--- config.mk ---
export PLATFORM = sky130hd
export DESIGN_NAME = bf4c_outq
export DESIGN_NICKNAME = d
export VERILOG_FILES = /design/src/design/boundary_fill_4_connected_top_macros.svh /design/src/design/bf4c_pkg.sv /design/src/design/bf4c_outq.sv
export SDC_FILE = /design/constraint.sdc
export NUM_CORES = 1
export LEC_CHECK = 0
export BUFFER_PORTS_ARGS = -buffer_cell sky130_fd_sc_hd__buf_2
export CAP_MARGIN = 40
export CORE_MARGIN = 10
export CORE_UTILIZATION = 60
export DETAILED_ROUTE_END_ITERATION = 6
export PLACE_DENSITY = 0.83
export SYNTH_ARGS = -nofsm -noshare
export SYNTH_HDL_FRONTEND = slang
export SYNTH_SLANG_ARGS = --single-unit
--- constraint.sdc ---
create_clock -name clk -period 3.4 [get_ports clk]
set_clock_uncertainty 0.05 [all_clocks]
set_input_delay 0.34 -clock clk [delete_from_list [all_inputs] [get_ports clk]]
set_output_delay 0.34 -clock clk [all_outputs]
set_load 0.005 [all_outputs]
--- src/design/boundary_fill_4_connected_top_macros.svh ---
// ----------------------------------------------------------------------------
// boundary_fill_4_connected_top_macros
// Assertion macros for the boundary fill engine. They expect clk and arst_n
// to be in scope at the point of use.
// ----------------------------------------------------------------------------
`ifndef BOUNDARY_FILL_4_CONNECTED_TOP_MACROS_SVH
`define BOUNDARY_FILL_4_CONNECTED_TOP_MACROS_SVH

// ante must be followed by cons in the same cycle
`define BF4C_ASSERT_IMPLY(lbl, ante, cons, msg) \
	lbl: assert property (@(posedge clk) disable iff (!arst_n) (ante) |-> (cons)) \
		else $error(msg);

// cond must never hold
`define BF4C_ASSERT_NEVER(lbl, cond, msg) \
	`BF4C_ASSERT_IMPLY(lbl, 1'b1, !(cond), msg)

`endif

--- src/design/bf4c_pkg.sv ---
// ----------------------------------------------------------------------------
// bf4c_pkg
// Shared types, codes and sizes of the boundary fill engine.
// ----------------------------------------------------------------------------
`default_nettype none

package bf4c_pkg;

	localparam int FB_WIDTH_DEF    = 64;
	localparam int FB_HEIGHT_DEF   = 64;
	localparam int STACK_DEPTH_DEF = 16384;

	// command and result queue sizes
	localparam int CQ_DEPTH = 2;
	localparam int CQPW     = $clog2(CQ_DEPTH);
	localparam int CQCW     = $clog2(CQ_DEPTH + 1);
	localparam int OQ_DEPTH = 4;
	localparam int OQPW     = $clog2(OQ_DEPTH);
	localparam int OQCW     = $clog2(OQ_DEPTH + 1);

	// input command codes
	localparam logic [1:0] CMD_WRITE = 2'd0;
	localparam logic [1:0] CMD_READ  = 2'd1;
	localparam logic [1:0] CMD_FILL  = 2'd2;

	// register indexes
	localparam logic [1:0] REG_FILL_COLOR    = 2'd0;
	localparam logic [1:0] REG_BORDER_COLOR  = 2'd1;
	localparam logic [1:0] REG_ACTIVE_WIDTH  = 2'd2;
	localparam logic [1:0] REG_ACTIVE_HEIGHT = 2'd3;

	localparam logic [23:0] FILL_COLOR_RST    = 24'hFFFFFF;
	localparam logic [23:0] BORDER_COLOR_RST  = 24'hFF0000;
	localparam logic [6:0]  ACTIVE_WIDTH_RST  = 7'd64;
	localparam logic [6:0]  ACTIVE_HEIGHT_RST = 7'd64;

	// classified command
	typedef enum logic [1:0] {
		K_ZERO,
		K_WRITE,
		K_READ,
		K_FILL
	} kind_t;

	// neighbor push order
	typedef enum logic [1:0] {
		DIR_XP,
		DIR_XM,
		DIR_YP,
		DIR_YM
	} dir_t;

	typedef enum logic [2:0] {
		ST_CLEAR,
		ST_IDLE,
		ST_POP,
		ST_POINT,
		ST_PIXEL,
		ST_PUSH,
		ST_DONE
	} eng_state_t;

	typedef struct packed {
		logic [23:0] fill_color;
		logic [23:0] border_color;
		logic [6:0]  active_width;
		logic [6:0]  active_height;
	} cfg_t;

	typedef struct packed {
		logic [23:0] read_value;
		logic [12:0] painted_count;
		logic        stack_overflow;
	} result_t;

	typedef struct packed {
		logic            full;
		logic [OQCW-1:0] count;
	} oq_stat_t;

endpackage

`default_nettype wire

--- src/design/bf4c_outq.sv ---
// ----------------------------------------------------------------------------
// bf4c_outq
// Result queue toward the receiver.
// ----------------------------------------------------------------------------
`default_nettype none

module bf4c_outq import bf4c_pkg::*; (
	input  wire logic    clk,
	input  wire logic    arst_n,
	input  wire logic    wr_en,
	input  wire result_t wr_data,
	input  wire logic    rd_en,
	output logic         empty,
	output result_t      rd_data,
	output oq_stat_t     stat
);

	result_t         mem_q [OQ_DEPTH];
	logic [OQPW-1:0] wr_ptr_q, rd_ptr_q;
	logic [OQCW-1:0] count_q;
	logic            rd_go;

	assign empty      = count_q == '0;
	assign rd_go      = rd_en && !empty;
	assign rd_data    = mem_q[rd_ptr_q];
	assign stat.count = count_q;
	assign stat.full  = count_q == OQCW'(OQ_DEPTH);

	always_ff @(posedge clk or negedge arst_n) begin
		if (!arst_n) begin
			wr_ptr_q <= '0;
			rd_ptr_q <= '0;
			count_q  <= '0;
		end else begin
			if (wr_en) begin
				wr_ptr_q <= (wr_ptr_q == OQPW'(OQ_DEPTH - 1)) ? '0 : wr_ptr_q + 1'b1;
			end
			if (rd_go) begin
				rd_ptr_q <= (rd_ptr_q == OQPW'(OQ_DEPTH - 1)) ? '0 : rd_ptr_q + 1'b1;
			end
			count_q <= count_q + OQCW'(wr_en) - OQCW'(rd_go);
		end
	end

	always_ff @(posedge clk) begin
		if (wr_en) mem_q[wr_ptr_q] <= wr_data;
	end

endmodule

`default_nettype wire

==> metrics <==
P_leak 0.002723 uW; Core Util, Final 78.19%; clk_lat worst skew 0.52 ns; Setup TNS 0 ns; die area 14320 um^2; number of synthesized register bits 159; post-route ant nets 0; Syn-to-layout area delta 27.65%; final setup vio count 0; drt pass-1 iters 4; f_max 370.4 MHz; syn nets 287; status completed; cell row count 36; nets 426; Critical Path RT 3.01 ns; Pwr Density 837.1 nW/um^2; initial core utilization 61.25%; die extent in y 119.7 um; RD Place Congestion 0.6786; Synth Cell Area 5959 um^2; global-route wire length before repair 17650 um; clock slew at reported path FFs 0.06 ns; Hold Crit Class input pin to flop; layout cells sized above 1 43.44%; max incr delay on CP 0.77 ns; maximum clock path buffer count 2; number of inserted diodes 0; synth top area cells edfxtp_1, mux4_2, dfrtp_1, ha_1, buf_12; CP max FO 23; final worst path period share 79.40%; largest net degree at the start of global routing 29; placed wire-length estimate 6539 um; Synthesis Warnings 0; Synth area leader edfxtp_1; dpl cell area 6560 um^2; CP cell instances buf_12 -> mux4_2 -> buf_2; crit path time final 2.700 ns; Max Cap Viol 0; crit path max-delay cell type dfrtp_2; gr ovfl total 0; total track usage 16.50%; Vias/cell 5.404; CP Capture Type output pin; Post-Route WL 10990 um; Slew Viols, Final 0; Final Hold Violating Endpoints 0; clk root buf clkbuf_8; CTS Buf Count 17; number of I/O pins 85; startpoint types flop; Vias 2821; Worst Max-Slew Pin Slew 0.6274 ns; TritonCTS clock tree yes; routed wire length per instance 21.06 um; Netlist cell types 20; Die W 119.7 um; unrepaired setup endpoints after global routing no; peak supply drop 0.4864 mV; CTS H-tree lvls 4; Power, Total 6368 uW; synthesized instance count 237; core area 9729 um^2; port bufs 84; fin area 7607 um^2; clock sink total 159; vias in the first global route 3150; Post-route DRC 0; Syn Area/Cell 25.15 um^2; relative slew slack 58.17%; sequential-to-total area share from yosys stat 79.53%; share of the synthesized area in the top cell type 76.59%; Crit Path Class flop to output pin; Critical Path AT 2.31 ns; DRT iter0 DRCs 164; antenna violations before repair 0
## kinds of logic (layout without fill, tap and decap cells)
family | Yosys count | after routing | synth area share, %
adders and majority gates | 8 | 8 | 1.806
DFF | 159 | 159 | 79.53
AOI/OAI and AO/OA | 3 | 3 | 0.3779
buffers and inverters | 16 | 168 | 2.352
xor gates and xnor gates | 2 | 2 | 0.2940
muxes | 40 | 40 | 14.74
and+or+nand+nor | 9 | 9 | 0.9026
## per-layer routing
layer  global-route usage (%)  routed length [um]  share of wire, %
met4                    5.882                 157               1.4
met1                    18.36                4199                38
met5                        0                   0                 0
met3                    6.704                 644               5.9
met2                    28.16                5992                55
## sequential cells by signal, indices dropped and copies added (netlist names)
register,flops
wr_ptr_q,2
rd_ptr_q,2
count_q,3
mem_q,152
## Yosys cell counts
cell      number
and2_1         4
buf_4          1
nor3b_1        1
ha_1           7
fa_1           1
xnor2_1        2
mux2_2         2
mux4_2        38
buf_6          1
nand2_1        1
or3b_2         1
inv_1          7
dfrtp_1        7
o21ai_0        2
o31ai_2        1
buf_12         4
buf_2          3
nor2_1         1
nor3_1         1
edfxtp_1     152
## power by group
part	internal, uW	switching, uW
clock	1340	717
combinational	873	699
sequential	2520	216
total	4740	1630
## path summary, 6_finish.rpt
check | startpoint | to | slack, ns | cells after the start
max | rd_ptr_q[0] | rd_data[23] | 0.70 | 3
min | wr_en | wr_ptr_q[0] | 0.07 | 2
max reg2reg | count_q[1] | count_q[2] | 1.15 | 9
min reg2reg | count_q[1] | count_q[2] | 0.58 | 1
max in group asynchronous | arst_n | rd_ptr_q[0] | 3.00 | 2
min in group asynchronous | arst_n | count_q[0] | 0.12 | 2
## stage by stage
stage | instances | setup slack [ns] | hold slack (ns)
after floorplan | 237 | 1.274 | -0.005591
after global placement | 446 | 1.216 | 0.1294
after detailed placement | 451 | 1.142 | 0.1390
after CTS | 522 | 0.6321 | 0.04177
after global routing | 522 | 0.5279 | 0.07545
final | 522 | 0.7003 | 0.06763
## cells in the final DEF (no fill, tap or decap), types with 2 or more instances in the layout
master and count:
ha_1 7, edfxtp_1 152, buf_2 84, mux4_2 38, dfrtp_1 5, dfrtp_2 2, inv_1 7, dlygate4sd3_1 39
mux2_2 2, clkbuf_16 16, xnor2_1 2, buf_12 6, bufinv_16 6, o21ai_0 2, and2_2 4, clkinv_2 3
clkinv_4 4
## final cells by class
type,instances,area [um^2]
inverters,7,26.28
well taps,133,166.4
repair buffers,129,930.9
flip-flops and latches,159,4742
multi-input cells,62,1085
clock inverters,14,239.0
fillers,558,2122
clock buffers,18,417.9
## critical path: cells and delay by family, from the launching register on
family	cells	cell delay, ns
multiplexers	1	0.54
buffers and inverters	2	0.45
flip-flops	1	0.77
## timing repair
action	CTS	global route
gates resized for setup	0	0
hold endpoints to repair	159	0
hold buffers	39	0
buffers inserted	0	0
(Power assumes the default switching activity.)
