==> config.mk <==
export PLATFORM = sky130hd
export DESIGN_NAME = bf4c_front
export DESIGN_NICKNAME = d
export VERILOG_FILES = /design/src/design/boundary_fill_4_connected_top_macros.svh /design/src/design/bf4c_pkg.sv /design/src/design/bf4c_front.sv
export SDC_FILE = /design/constraint.sdc
export NUM_CORES = 1
export LEC_CHECK = 0
export CAP_MARGIN = 10
export CORE_ASPECT_RATIO = 0.75
export CORE_MARGIN = 1
export CORE_UTILIZATION = 50
export DETAILED_ROUTE_END_ITERATION = 12
export DONT_BUFFER_PORTS = 1
export PLACE_DENSITY = 0.73
export SYNTH_ARGS = -nofsm -noshare
export SYNTH_HDL_FRONTEND = slang
export SYNTH_SLANG_ARGS = --single-unit
==> constraint.sdc <==
create_clock -name clk -period 3.3 [get_ports clk]
set_clock_uncertainty 0.2 [all_clocks]
set_input_delay 0.66 -clock clk [delete_from_list [all_inputs] [get_ports clk]]
set_output_delay 0.66 -clock clk [all_outputs]
set_load 0.01 [all_outputs]
==> src/design/boundary_fill_4_connected_top_macros.svh <==
// ----------------------------------------------------------------------------
// boundary_fill_4_connected_top_macros
// Assertion macros for the boundary fill engine. They expect clk and arst_n
// to be in scope at the point of use.
// ----------------------------------------------------------------------------
`ifndef BOUNDARY_FILL_4_CONNECTED_TOP_MACROS_SVH
`define BOUNDARY_FILL_4_CONNECTED_TOP_MACROS_SVH

// ante must be followed by cons in the same cycle
`define BF4C_ASSERT_IMPLY(lbl, ante, cons, msg) \
	lbl: assert property (@(posedge clk) disable iff (!arst_n) (ante) |-> (cons)) \
		else $error(msg);

// cond must never hold
`define BF4C_ASSERT_NEVER(lbl, cond, msg) \
	`BF4C_ASSERT_IMPLY(lbl, 1'b1, !(cond), msg)

`endif

==> src/design/bf4c_pkg.sv <==
// ----------------------------------------------------------------------------
// bf4c_pkg
// Shared types, codes and sizes of the boundary fill engine.
// ----------------------------------------------------------------------------
`default_nettype none

package bf4c_pkg;

	localparam int FB_WIDTH_DEF    = 64;
	localparam int FB_HEIGHT_DEF   = 64;
	localparam int STACK_DEPTH_DEF = 16384;

	// command and result queue sizes
	localparam int CQ_DEPTH = 2;
	localparam int CQPW     = $clog2(CQ_DEPTH);
	localparam int CQCW     = $clog2(CQ_DEPTH + 1);
	localparam int OQ_DEPTH = 4;
	localparam int OQPW     = $clog2(OQ_DEPTH);
	localparam int OQCW     = $clog2(OQ_DEPTH + 1);

	// input command codes
	localparam logic [1:0] CMD_WRITE = 2'd0;
	localparam logic [1:0] CMD_READ  = 2'd1;
	localparam logic [1:0] CMD_FILL  = 2'd2;

	// register indexes
	localparam logic [1:0] REG_FILL_COLOR    = 2'd0;
	localparam logic [1:0] REG_BORDER_COLOR  = 2'd1;
	localparam logic [1:0] REG_ACTIVE_WIDTH  = 2'd2;
	localparam logic [1:0] REG_ACTIVE_HEIGHT = 2'd3;

	localparam logic [23:0] FILL_COLOR_RST    = 24'hFFFFFF;
	localparam logic [23:0] BORDER_COLOR_RST  = 24'hFF0000;
	localparam logic [6:0]  ACTIVE_WIDTH_RST  = 7'd64;
	localparam logic [6:0]  ACTIVE_HEIGHT_RST = 7'd64;

	// classified command
	typedef enum logic [1:0] {
		K_ZERO,
		K_WRITE,
		K_READ,
		K_FILL
	} kind_t;

	// neighbor push order
	typedef enum logic [1:0] {
		DIR_XP,
		DIR_XM,
		DIR_YP,
		DIR_YM
	} dir_t;

	typedef enum logic [2:0] {
		ST_CLEAR,
		ST_IDLE,
		ST_POP,
		ST_POINT,
		ST_PIXEL,
		ST_PUSH,
		ST_DONE
	} eng_state_t;

	typedef struct packed {
		logic [23:0] fill_color;
		logic [23:0] border_color;
		logic [6:0]  active_width;
		logic [6:0]  active_height;
	} cfg_t;

	typedef struct packed {
		logic [23:0] read_value;
		logic [12:0] painted_count;
		logic        stack_overflow;
	} result_t;

	typedef struct packed {
		logic            full;
		logic [OQCW-1:0] count;
	} oq_stat_t;

endpackage

`default_nettype wire

==> src/design/bf4c_front.sv <==
// ----------------------------------------------------------------------------
// bf4c_front
// Input side: register bank, command decode and a short command queue.
// ----------------------------------------------------------------------------
`default_nettype none

module bf4c_front import bf4c_pkg::*; #(
	parameter int FB_WIDTH  = FB_WIDTH_DEF,
	parameter int FB_HEIGHT = FB_HEIGHT_DEF,
	localparam int FAW      = $clog2(FB_WIDTH * FB_HEIGHT)
) (
	input  wire logic            clk,
	input  wire logic            arst_n,
	input  wire logic            push,
	output logic                 full,
	input  wire logic [1:0]      command,
	input  wire logic [5:0]      x_coord,
	input  wire logic [5:0]      y_coord,
	input  wire logic [23:0]     pixel_value,
	input  wire logic            cfg_valid,
	output logic                 cfg_ready,
	input  wire logic [1:0]      cfg_index,
	input  wire logic [23:0]     cfg_data,
	output cfg_t                 cfg,
	output logic                 cq_valid,
	input  wire logic            cq_take,
	output kind_t                cq_kind,
	output logic [5:0]           cq_x,
	output logic [5:0]           cq_y,
	output logic [FAW-1:0]       cq_addr,
	output logic [23:0]          cq_pixel
);

	cfg_t cfg_q;

	kind_t          kind_q  [CQ_DEPTH];
	logic [5:0]     x_q     [CQ_DEPTH];
	logic [5:0]     y_q     [CQ_DEPTH];
	logic [FAW-1:0] addr_q  [CQ_DEPTH];
	logic [23:0]    pix_q   [CQ_DEPTH];
	logic [CQPW-1:0] wr_ptr_q, rd_ptr_q;
	logic [CQCW-1:0] count_q;

	logic           wr_en;
	logic           in_store;
	kind_t          kind;
	logic [FAW-1:0] addr;

	assign cfg_ready = 1'b1;
	assign cfg       = cfg_q;

	always_ff @(posedge clk or negedge arst_n) begin
		if (!arst_n) begin
			cfg_q.fill_color    <= FILL_COLOR_RST;
			cfg_q.border_color  <= BORDER_COLOR_RST;
			cfg_q.active_width  <= ACTIVE_WIDTH_RST;
			cfg_q.active_height <= ACTIVE_HEIGHT_RST;
		end else if (cfg_valid) begin
			case (cfg_index)
				REG_FILL_COLOR:    cfg_q.fill_color    <= cfg_data;
				REG_BORDER_COLOR:  cfg_q.border_color  <= cfg_data;
				REG_ACTIVE_WIDTH:  cfg_q.active_width  <= cfg_data[6:0];
				REG_ACTIVE_HEIGHT: cfg_q.active_height <= cfg_data[6:0];
				default:           cfg_q <= cfg_q;
			endcase
		end
	end

	assign in_store = (int'(x_coord) < FB_WIDTH) && (int'(y_coord) < FB_HEIGHT);
	assign addr     = FAW'(y_coord) * FAW'(FB_WIDTH) + FAW'(x_coord);

	always_comb begin
		case (command)
			CMD_WRITE: kind = in_store ? K_WRITE : K_ZERO;
			CMD_READ:  kind = in_store ? K_READ : K_ZERO;
			CMD_FILL:  kind = K_FILL;
			default:   kind = K_ZERO;
		endcase
	end

	assign full     = count_q == CQCW'(CQ_DEPTH);
	assign wr_en    = push && !full;
	assign cq_valid = count_q != '0;

	always_ff @(posedge clk or negedge arst_n) begin
		if (!arst_n) begin
			wr_ptr_q <= '0;
			rd_ptr_q <= '0;
			count_q  <= '0;
		end else begin
			if (wr_en) begin
				wr_ptr_q <= (wr_ptr_q == CQPW'(CQ_DEPTH - 1)) ? '0 : wr_ptr_q + 1'b1;
			end
			if (cq_take) begin
				rd_ptr_q <= (rd_ptr_q == CQPW'(CQ_DEPTH - 1)) ? '0 : rd_ptr_q + 1'b1;
			end
			count_q <= count_q + CQCW'(wr_en) - CQCW'(cq_take);
		end
	end

	always_ff @(posedge clk) begin
		if (wr_en) begin
			kind_q[wr_ptr_q] <= kind;
			x_q[wr_ptr_q]    <= x_coord;
			y_q[wr_ptr_q]    <= y_coord;
			addr_q[wr_ptr_q] <= addr;
			pix_q[wr_ptr_q]  <= pixel_value;
		end
	end

	assign cq_kind  = kind_q[rd_ptr_q];
	assign cq_x     = x_q[rd_ptr_q];
	assign cq_y     = y_q[rd_ptr_q];
	assign cq_addr  = addr_q[rd_ptr_q];
	assign cq_pixel = pix_q[rd_ptr_q];

endmodule

`default_nettype wire

==> results of run 1 <==
[flip-flops by register name, indices dropped and copies added, names as in the netlist]
signal / flops
cfg: 62
y_q: 1
addr_q: 23
rd_ptr_q: 1
kind_q: 4
wr_ptr_q: 1
pix_q: 48
count_q: 2
[where the power goes]
group | switching, mW | leakage, nW | internal (mW)
combinational | 0.575 | 0.538 | 0.405
clock | 0.739 | 0.278 | 1.12
sequential | 0.240 | 1.44 | 2.36
total | 1.55 | 2.26 | 3.89
[metrics by stage]
stage	worst slack (ns)	power, mW	instance area (sq um)	hold slack, ns
after global routing	0.711	5.68	6110	0.124
after detailed placement	1.18	3.62	5480	0.166
after global placement	1.20	3.58	5480	0.166
after CTS	0.771	5.51	6110	0.122
after floorplan	0.311	3.49	5430	0.164
final	0.800	5.45	6110	0.135
[per-layer routing]
| layer | global-route usage (%) | part of all wire, % |
|---|---|---|
| met1 | 20.6 | 38 |
| met2 | 27.8 | 51 |
| met4 | 8.84 | 1.8 |
| met3 | 7.52 | 9.2 |
| met5 | 0 | 0 |
[timing repair]
action                    4_1_cts  5_1_grt
setup buffers                   0        0
hold buffers                    2        0
hold endpoints to repair       66        0
[cell usage after synthesis]
| master | count |
|---|---|
| or2_2 | 2 |
| nand3_1 | 1 |
| xnor2_1 | 3 |
| nand3b_2 | 1 |
| dfstp_2 | 34 |
| ha_1 | 4 |
| buf_6 | 2 |
| and3_1 | 1 |
| nor3b_4 | 1 |
| edfxtp_1 | 76 |
| nand2b_1 | 1 |
| mux2_2 | 99 |
| nand3b_1 | 1 |
| conb_1 | 1 |
| nand2_1 | 1 |
| buf_4 | 13 |
| inv_1 | 4 |
| buf_2 | 6 |
| dfrtp_1 | 32 |
| xor2_1 | 1 |
| mux2_1 | 1 |
| nor2_1 | 1 |
[logic make-up after synthesis]
group                      synth area share [%]
DFF                                        73.2
xor gates and xnor gates                  0.645
other                                    0.0690
adders and majority gates                 0.921
buffers and inverters                      3.04
and+or+nand+nor                            1.38
muxes                                      20.7
[how the worst max path moves through the flow]
| stage | startpoint | end | cells past startpoint |
|---|---|---|---|
| CTS | rd_ptr_q | cq_addr[8] | 2 |
| global placement | cfg_index[1] | cfg[25] | 2 |
| detailed placement | cfg_index[1] | cfg[29] | 2 |
| floorplan | push | addr_q[0][0] | 2 |
| global route | rd_ptr_q | cq_x[1] | 2 |
| finish | rd_ptr_q | cq_addr[1] | 2 |
[cells in the final DEF, fill, tap and decap left out, types with 2 or more instances in the layout]
cell type / n
bufinv_16: 2
or2_2: 2
inv_1: 4
clkinv_4: 6
clkinvlp_4: 2
ha_1: 4
clkbuf_16: 17
dfstp_2: 34
dfrtp_1: 32
inv_6: 3
edfxtp_1: 76
xnor2_1: 3
buf_4: 3
mux2_2: 99
[cell type report]
| cell class | instances | area, sq um | share of cell area, % |
|---|---|---|---|
| sequential | 142 | 3980 | 65.1 |
| multi-input combinational | 119 | 1300 | 21.3 |
| clock buffer | 18 | 429 | 7.03 |
| tap | 136 | 170 | 2.79 |
| clock inverter | 14 | 159 | 2.60 |
| timing repair buffer | 5 | 60.1 | 0.983 |
| inverter | 4 | 15.0 | 0.246 |
==> run summary, run 1 <==
## Outcome
* **result of the run** completed

## Synthesis
* **instance count of the mapped netlist** 286
* **net count after synthesis** 359
* **part of the Yosys area used for sequential elements** 73.2%
* **Warnings, synthesis** 0
* **syn avg cell area** 19.0 sq um
* **number of distinct standard cells referenced by the synthesized netlist** 22
* **synthesized flop and latch total** 142
* **cell accounting for the most synthesized area** edfxtp_1
* **share of the synthesized area in the top cell type** 42.0%
* **Synth Cell Area** 5430 sq um
* **cell types occupying the most area after synthesis** edfxtp_1 (42%), mux2_2 (21%), dfstp_2 (16%)

## Setup path
* **endpoint of the most critical register-to-register path** pix_q[1][8]
* **CP delay by family, top** multiplexers
* **reg-to-reg critical path startpoint** count_q[1]
* **worst path bufs/invs** 1
* **cells along the critical path** buf_4 > mux2_2
* **CP Data Arrival Time** 1.64 ns
* **reg-to-reg slack, setup** 1.37 ns
* **slowest library cell on the worst path** mux2_2
* **kind of capture point of the worst setup path** primary output
* **Max FO, Critical Path** 39
* **Worst Reg-to-Reg Cells** 2
* **required time at the worst-slack endpoint** 2.44 ns
* **kind of critical path** flip-flop to primary output
* **delay contributed by the slowest stage of the critical path** 0.46 ns
* **crit start category** flip-flop

## Cells and area
* **number of nets in the layout** 362
* **non-filler instance count after layout** 438
* **fraction of final layout cells sized beyond drive strength 1** 57.6%
* **layout filler cell count** 777
* **final cell utilization of the core** 58.7%
* **antenna diode instance count** 0
* **Layout Area Growth over Synthesis** 12.5%

## Floorplanning
* **area of the die** 11300 sq um
* **area of the core region** 10400 sq um
* **initial standard-cell utilization of the core** 52.2%
* **standard-cell rows** 32
* **count of boundary I/O pins** 184
* **DIE WIDTH** 122 um
* **Die Ht** 92.3 um

## STA
* **Total Neg Setup Slack** 0 ns
* **worst slew pin tran** 0.907 ns
* **count of pins over their slew limit** 0
* **count of final hold-check violations** 0
* **period utilization** 75.8%
* **worst slew margin relative to its limit** 39.5%
* **Fmax achieved** 400 MHz
* **total setup violations reported at the end of the flow** 0
* **final period demand of the worst path** 2.50 ns
* **RSZ-0062 raised after global routing** false

## CTS
* **Inserted Clock Buffers** 17
* **clock transition at the registers of the reported paths** 0.06 ns
* **Resize count post-CTS** 0
* **maximum clock path buffer count** 2
* **clock latency of the later-clocked register in the worst-skew pair** 0.41 ns
* **H-tree Lvls** 4
* **TritonCTS clock tree** done
* **Clock Root Buffer** clkbuf_16
* **sinks on the clock net** 142

## Min path
* **Hold Path Depth** 1
* **Hold Path Origin** cq_take
* **Hold WC Path Type** input port to flip-flop
* **hold path endpoint** rd_ptr_q

## Route
* **detailed-route wire length** 9.44 mm
* **DRC** 0
* **vias per cell** 5.52
* **wire length per cell after detailed routing** 21.6 um
* **number of routed nets with antenna violations** 0
* **DR pass1 iterations** 4
* **routed via count** 2419
* **number of DRC markers after the initial detailed-route iteration** 110

## Power
* **Power Dens Cells** 892 nW/um^2
* **leakage power summed over all cells** 2.26 nW
* **largest voltage drop on the vdd net** 0.000632 V

## Global routing
* **wire length of the first global-routing pass** 14.4 mm
* **number of global-route vias before repair** 2616
* **aggregate global routing overflow** 0
* **number of antenna violations at the first check in global routing** 0
* **global router's overall resource usage** 17.6%
* **largest net degree at the start of global routing** 67

## Placement
* **Placed Instances** 404
* **count of port buffers added during placement** 0
* **final weighted congestion of routability-driven global placement** 0.672
* **estimated wirelength of the detail-placed design** 6.33 mm

## Job
* **max-cap violation count** 0

Power figures use the tool's default switching activity.
==> run 2, diff against run 1 <==
--- a/config.mk
+++ b/config.mk
@@ -11,7 +11,7 @@
 export CORE_UTILIZATION = 50
 export DETAILED_ROUTE_END_ITERATION = 12
 export DONT_BUFFER_PORTS = 1
-export PLACE_DENSITY = 0.73
+export PLACE_DENSITY = 0.76
 export SYNTH_ARGS = -nofsm -noshare
 export SYNTH_HDL_FRONTEND = slang
 export SYNTH_SLANG_ARGS = --single-unit
==> constraint.sdc (replaced) <==
create_clock -name clk -period 2.2 [get_ports clk]
set_clock_uncertainty 0.2 [all_clocks]
set_input_delay 0.44 -clock clk [delete_from_list [all_inputs] [get_ports clk]]
set_output_delay 0.44 -clock clk [all_outputs]
set_load 0.01 [all_outputs]
==> run 2 against run 1 <==
Critical path depth stayed put; cell count grew 15%; combinational power grew 70%; routed wire length rose by 4.4%; sequential share of layout area shrank 6.7 points; register-to-register slack worse by 1.0 ns; first-iteration DRC count grew 17%; clock-buffer cell count unchanged; via count rose by 8.5%; total power rose by 56%; die area unchanged.
==> run summary, run 2 (synthesis gave the netlist of run 1 again) <==
## Route
* **DR pass1 iterations** 4
* **detailed-route wire length** 9.86 mm
* **DRC** 0
* **routed via count** 2625
* **vias per cell** 5.23
* **number of DRC markers after the initial detailed-route iteration** 129
* **wire length per cell after detailed routing** 19.6 um
* **number of routed nets with antenna violations** 0

## Power
* **total power draw** 8.51 mW
* **leakage power summed over all cells** 2.55 nW
* **largest voltage drop on the vdd net** 0.000893 V
* **Power Dens Cells** 1250 nW/um^2

## Cells and area
* **highest-count cells in the layout ignoring fill and taps** mux2_2 (99), edfxtp_1 (76), dlygate4sd3_1 (62)
* **antenna diode instance count** 0
* **flip-flop count of the largest register, all copies and words added** 62
* **number of nets in the layout** 426
* **most frequent standard cell in the layout excluding fill and tap cells** mux2_2
* **layout filler cell count** 703
* **Layout Area Growth over Synthesis** 25.4%
* **fraction of final layout cells sized beyond drive strength 1** 48.1%

## STA
* **Total Neg Setup Slack** 0 ns
* **final period demand of the worst path** 2.10 ns
* **total setup violations reported at the end of the flow** 0
* **period utilization** 95.5%
* **Fin Hold WS** 0.111 ns
* **Fmax achieved** 476 MHz
* **count of final hold-check violations** 0
* **count of pins over their slew limit** 0
* **RSZ-0062 raised after global routing** false

## Floorplanning
* **area of the core region** 10400 sq um
* **count of boundary I/O pins** 184
* **standard-cell rows** 32
* **area of the die** 11300 sq um
* **Die Ht** 92.3 um
* **DIE WIDTH** 122 um
* **initial standard-cell utilization of the core** 52.2%

## Global routing
* **aggregate global routing overflow** 0
* **number of antenna violations at the first check in global routing** 0
* **global router's overall resource usage** 18.2%
* **wire length of the first global-routing pass** 15.1 mm
* **largest net degree at the start of global routing** 67
* **number of global-route vias before repair** 2897

## Min path
* **Hold WC Path Type** input port to flip-flop
* **hold path endpoint** wr_ptr_q
* **Hold Path Depth** 2
* **Hold Path Origin** push

## CTS
* **Setup Fix Bufs, Post-CTS** 0
* **clock latency of the later-clocked register in the worst-skew pair** 0.39 ns
* **clock transition at the registers of the reported paths** 0.06 ns
* **H-tree Lvls** 4
* **maximum clock path buffer count** 2
* **sinks on the clock net** 142
* **Inserted Clock Buffers** 17
* **Clock Root Buffer** clkbuf_16
* **TritonCTS clock tree** done

## Outcome
* **result of the run** completed

## Placement
* **count of port buffers added during placement** 0
* **final weighted congestion of routability-driven global placement** 0.667
* **estimated wirelength of the detail-placed design** 6.28 mm

## Setup path
* **crit start category** flip-flop
* **Max FO, Critical Path** 39
* **kind of critical path** flip-flop to primary output
* **endpoint of the most critical register-to-register path** count_q[1]
* **reg-to-reg critical path startpoint** count_q[1]
* **Worst Reg-to-Reg Cells** 7
* **reg-to-reg slack, setup** 0.34 ns
* **CP Data Arrival Time** 1.46 ns
* **kind of capture point of the worst setup path** primary output
* **required time at the worst-slack endpoint** 1.56 ns

## Job
* **max-cap violation count** 0

-- run 2: cell count changes in the layout (fill, tap and decap cells not counted), sizes merged --
cell,delta
dlygate4sd3,+61
inv,-2
bufinv,+2
buf,+3
-- run 2: critical path: stages (launching register included) --
cell	delay, ns
dfrtp_1	0.37
buf_12	0.23
mux2_2	0.44
-- run 2: power by group --
part	switching, mW	internal, mW
Combinational	0.910	0.746
Sequential	0.362	3.54
Clock	1.05	1.90
Total	2.32	6.19
-- run 2: worst max-delay path by stage --
stage | from | endpoint | slack, ns | cells after the start
after CTS | rd_ptr_q | cq_y[4] | 0.07 | 2
after global routing | rd_ptr_q | cq_x[0] | 0.02 | 2
after floorplan | count_q[1] | addr_q[0][0] | 0.003 | 3
after detailed placement | count_q[1] | count_q[1] | 0.40 | 7
final | rd_ptr_q | cq_x[0] | 0.1 | 2
after global placement | count_q[1] | count_q[1] | 0.51 | 7
-- run 2: timing repair --
item                      in CTS  in global routing
gates resized for setup        0                  0
hold buffers                  63                  0
hold endpoints to repair     201                  0
-- run 2: cell type report --
type / count / area, sq um / area share, %
tap: 136 / 170 / 2.50
sequential: 142 / 3980 / 58.4
inverter: 4 / 15.0 / 0.220
timing repair buffer: 69 / 731 / 10.7
multi-input combinational: 119 / 1300 / 19.1
clock inverter: 14 / 193 / 2.83
clock buffer: 18 / 429 / 6.30
-- run 2: layer usage --
| metal | track usage (%) | vias to the layer above | routed length [um] |
|---|---|---|---|
| met2 | 30.8 | 88 | 5190 |
| li1 | - | 1174 | - |
| met1 | 21.1 | 1356 | 3970 |
| met3 | 6.47 | 7 | 611 |
| met4 | 6.91 | 0 | 85 |
| met5 | 0 | - | 0 |
-- run 2: metrics by stage --
step	setup slack, ns	instances	cell area [sq um]	util (%)
after floorplan	0.00326	286	5430	-
after global placement	0.508	407	5540	53.2
after detailed placement	0.404	407	5540	53.2
after CTS	0.0709	502	6810	65.4
after global routing	0.0207	502	6810	65.4
final	0.0991	502	6810	65.4
==> run 3, diff against run 2 <==
--- a/config.mk
+++ b/config.mk
@@ -11,7 +11,7 @@
 export CORE_UTILIZATION = 50
 export DETAILED_ROUTE_END_ITERATION = 12
 export DONT_BUFFER_PORTS = 1
-export PLACE_DENSITY = 0.76
+export PLACE_DENSITY = 0.66
 export SYNTH_ARGS = -nofsm -noshare
 export SYNTH_HDL_FRONTEND = slang
 export SYNTH_SLANG_ARGS = --single-unit
==> run 3 against run 2 <==
Total power shrank 2.7%; register-to-register slack gained 0.09 ns; cell count shrank 0.40%; routed wire length shrank 4.4%; utilization shrank 0.47 points; first-iteration DRC count shrank 9.3%; critical endpoint is now cq_x[3]; largest cell class unchanged.
==> run summary, run 3 (synthesis gave the netlist of run 1 again) <==
## Cells and area
* **highest-count cells in the layout ignoring fill and taps** mux2_2 (99), edfxtp_1 (76), dlygate4sd3_1 (62)
* **layout filler cell count** 722
* **antenna diode instance count** 0
* **non-filler instance count after layout** 500
* **combined flip-flop and latch cell area** 3980 sq um
* **Layout Area Growth over Synthesis** 24.5%
* **total area of multi-input combinational cells** 1300 sq um
* **number of nets in the layout** 424
* **fraction of final layout cells sized beyond drive strength 1** 47.8%
* **most frequent standard cell in the layout excluding fill and tap cells** mux2_2
* **flip-flop count of the largest register, all copies and words added** 62
* **design area** 6760 sq um

## Route
* **routed via count** 2641
* **vias per cell** 5.28
* **DR pass1 iterations** 4
* **wire length per cell after detailed routing** 18.8 um
* **detailed-route wire length** 9.42 mm
* **DRC** 0
* **number of DRC markers after the initial detailed-route iteration** 117
* **number of routed nets with antenna violations** 0

## CTS
* **TritonCTS clock tree** done
* **Clock Root Buffer** clkbuf_16
* **maximum clock path buffer count** 2
* **clock latency of the later-clocked register in the worst-skew pair** 0.40 ns
* **sinks on the clock net** 142
* **Inserted Clock Buffers** 17
* **Setup Fix Bufs, Post-CTS** 0
* **clock transition at the registers of the reported paths** 0.06 ns
* **H-tree Lvls** 4

## STA
* **total setup violations reported at the end of the flow** 0
* **period utilization** 95.2%
* **count of final hold-check violations** 0
* **Total Neg Setup Slack** 0 ns
* **Fin Hold WS** 0.103 ns
* **Worst Slack Setup Final** 0.105 ns
* **worst slew pin tran** 0.709 ns
* **RSZ-0062 raised after global routing** false
* **final period demand of the worst path** 2.10 ns
* **Fmax achieved** 477 MHz
* **worst slew margin relative to its limit** 52.5%
* **count of pins over their slew limit** 0

## Outcome
* **result of the run** completed

## Min path
* **Hold Path Depth** 2
* **hold path endpoint** wr_ptr_q
* **Hold WC Path Type** input port to flip-flop
* **Hold Path Origin** push

## Floorplanning
* **area of the die** 11300 sq um
* **DIE WIDTH** 122 um
* **area of the core region** 10400 sq um
* **count of boundary I/O pins** 184
* **initial standard-cell utilization of the core** 52.2%
* **Die Ht** 92.3 um
* **standard-cell rows** 32

## Setup path
* **required time at the worst-slack endpoint** 1.56 ns
* **Worst Reg-to-Reg Cells** 7
* **kind of critical path** flip-flop to primary output
* **crit start category** flip-flop
* **kind of capture point of the worst setup path** primary output
* **Max FO, Critical Path** 39
* **endpoint of the most critical register-to-register path** count_q[1]
* **reg-to-reg slack, setup** 0.43 ns
* **reg-to-reg critical path startpoint** count_q[1]
* **CP Data Arrival Time** 1.46 ns

## Placement
* **estimated wirelength of the detail-placed design** 5.96 mm
* **final weighted congestion of routability-driven global placement** 0.686
* **pre-CTS setup slack** 0.267 ns
* **instance area at placement** 5540 sq um
* **Placed Instances** 405
* **count of port buffers added during placement** 0

## Power
* **Combinational Power Share** 19.9%
* **Sw Pwr** 2.32 mW
* **largest voltage drop on the vdd net** 0.000594 V
* **cell-internal power** 5.97 mW
* **leakage power summed over all cells** 2.52 nW
* **share of power burned in registers** 47.1%
* **part of the total power dissipated in the clock network** 33.0%
* **switching share of power** 28.0%
* **Power Dens Cells** 1220 nW/um^2

## Job
* **max-cap violation count** 0

## Global routing
* **largest net degree at the start of global routing** 67
* **global router's overall resource usage** 17.3%
* **number of antenna violations at the first check in global routing** 0
* **aggregate global routing overflow** 0
* **wire length of the first global-routing pass** 14.4 mm
* **number of global-route vias before repair** 2770

-- run 3: cell count changes in the layout (fill, tap and decap cells not counted), sizes merged --
cell / previous run / this run
clkinv: 6 / 2
buf: 7 / 5
bufinv: 4 / 2
clkbuf: 18 / 20
clkinvlp: 3 / 5
inv: 5 / 7
-- run 3: worst max path at each step --
stage | start | end | cells after the start
2_1_floorplan | count_q[1] | addr_q[0][0] | 3
3_3_place_gp | cfg_index[1] | cfg[28] | 2
3_5_place_dp | cfg_index[1] | cfg[29] | 2
4_1_cts | rd_ptr_q | cq_x[5] | 2
5_1_grt | rd_ptr_q | cq_x[5] | 2
6_report | rd_ptr_q | cq_x[3] | 2
-- run 3: cell type report --
type | count | area share, %
clock buffers | 20 | 6.46
clock inverters | 12 | 2.03
inverters | 4 | 0.222
multi-input cells | 119 | 19.2
flip-flops and latches | 142 | 58.8
well taps | 136 | 2.52
repair buffers | 67 | 10.8
-- run 3: layer usage --
metal  up-vias  global-route usage (%)  part of all wire, %
met5         -                       0                    0
met3         9                    7.28                  7.1
met2        95                    28.1                   50
met4         0                    6.20                 0.90
li1       1187                       -                    -
met1      1350                    20.4                   41
-- run 3: repair_timing --
action,4_1_cts,5_1_grt
gates resized for setup,0,0
hold buffers,63,0
hold endpoints to repair,201,0
-- run 3: power by group through the flow --
stage	clock, mW	combinational, mW	sequential, mW
5_1_grt	2.92	1.78	3.96
6_report	2.73	1.65	3.90
3_3_place_gp	0	1.52	3.93
3_5_place_dp	0	1.54	3.95
2_1_floorplan	0	1.37	3.86
4_1_cts	2.80	1.68	3.91
-- run 3: critical path, stage by stage, from the launching register on --
cell and delay, ns:
dfrtp_2 0.37, buf_12 0.21, mux2_2 0.43
-- run 3: through the flow --
| stage | utilization, % | total power, mW |
|---|---|---|
| after floorplan | - | 5.23 |
| after detailed placement | 53.2 | 5.49 |
| after global placement | 53.2 | 5.45 |
| after CTS | 65.0 | 8.39 |
| after global routing | 65.0 | 8.65 |
| final | 65.0 | 8.28 |
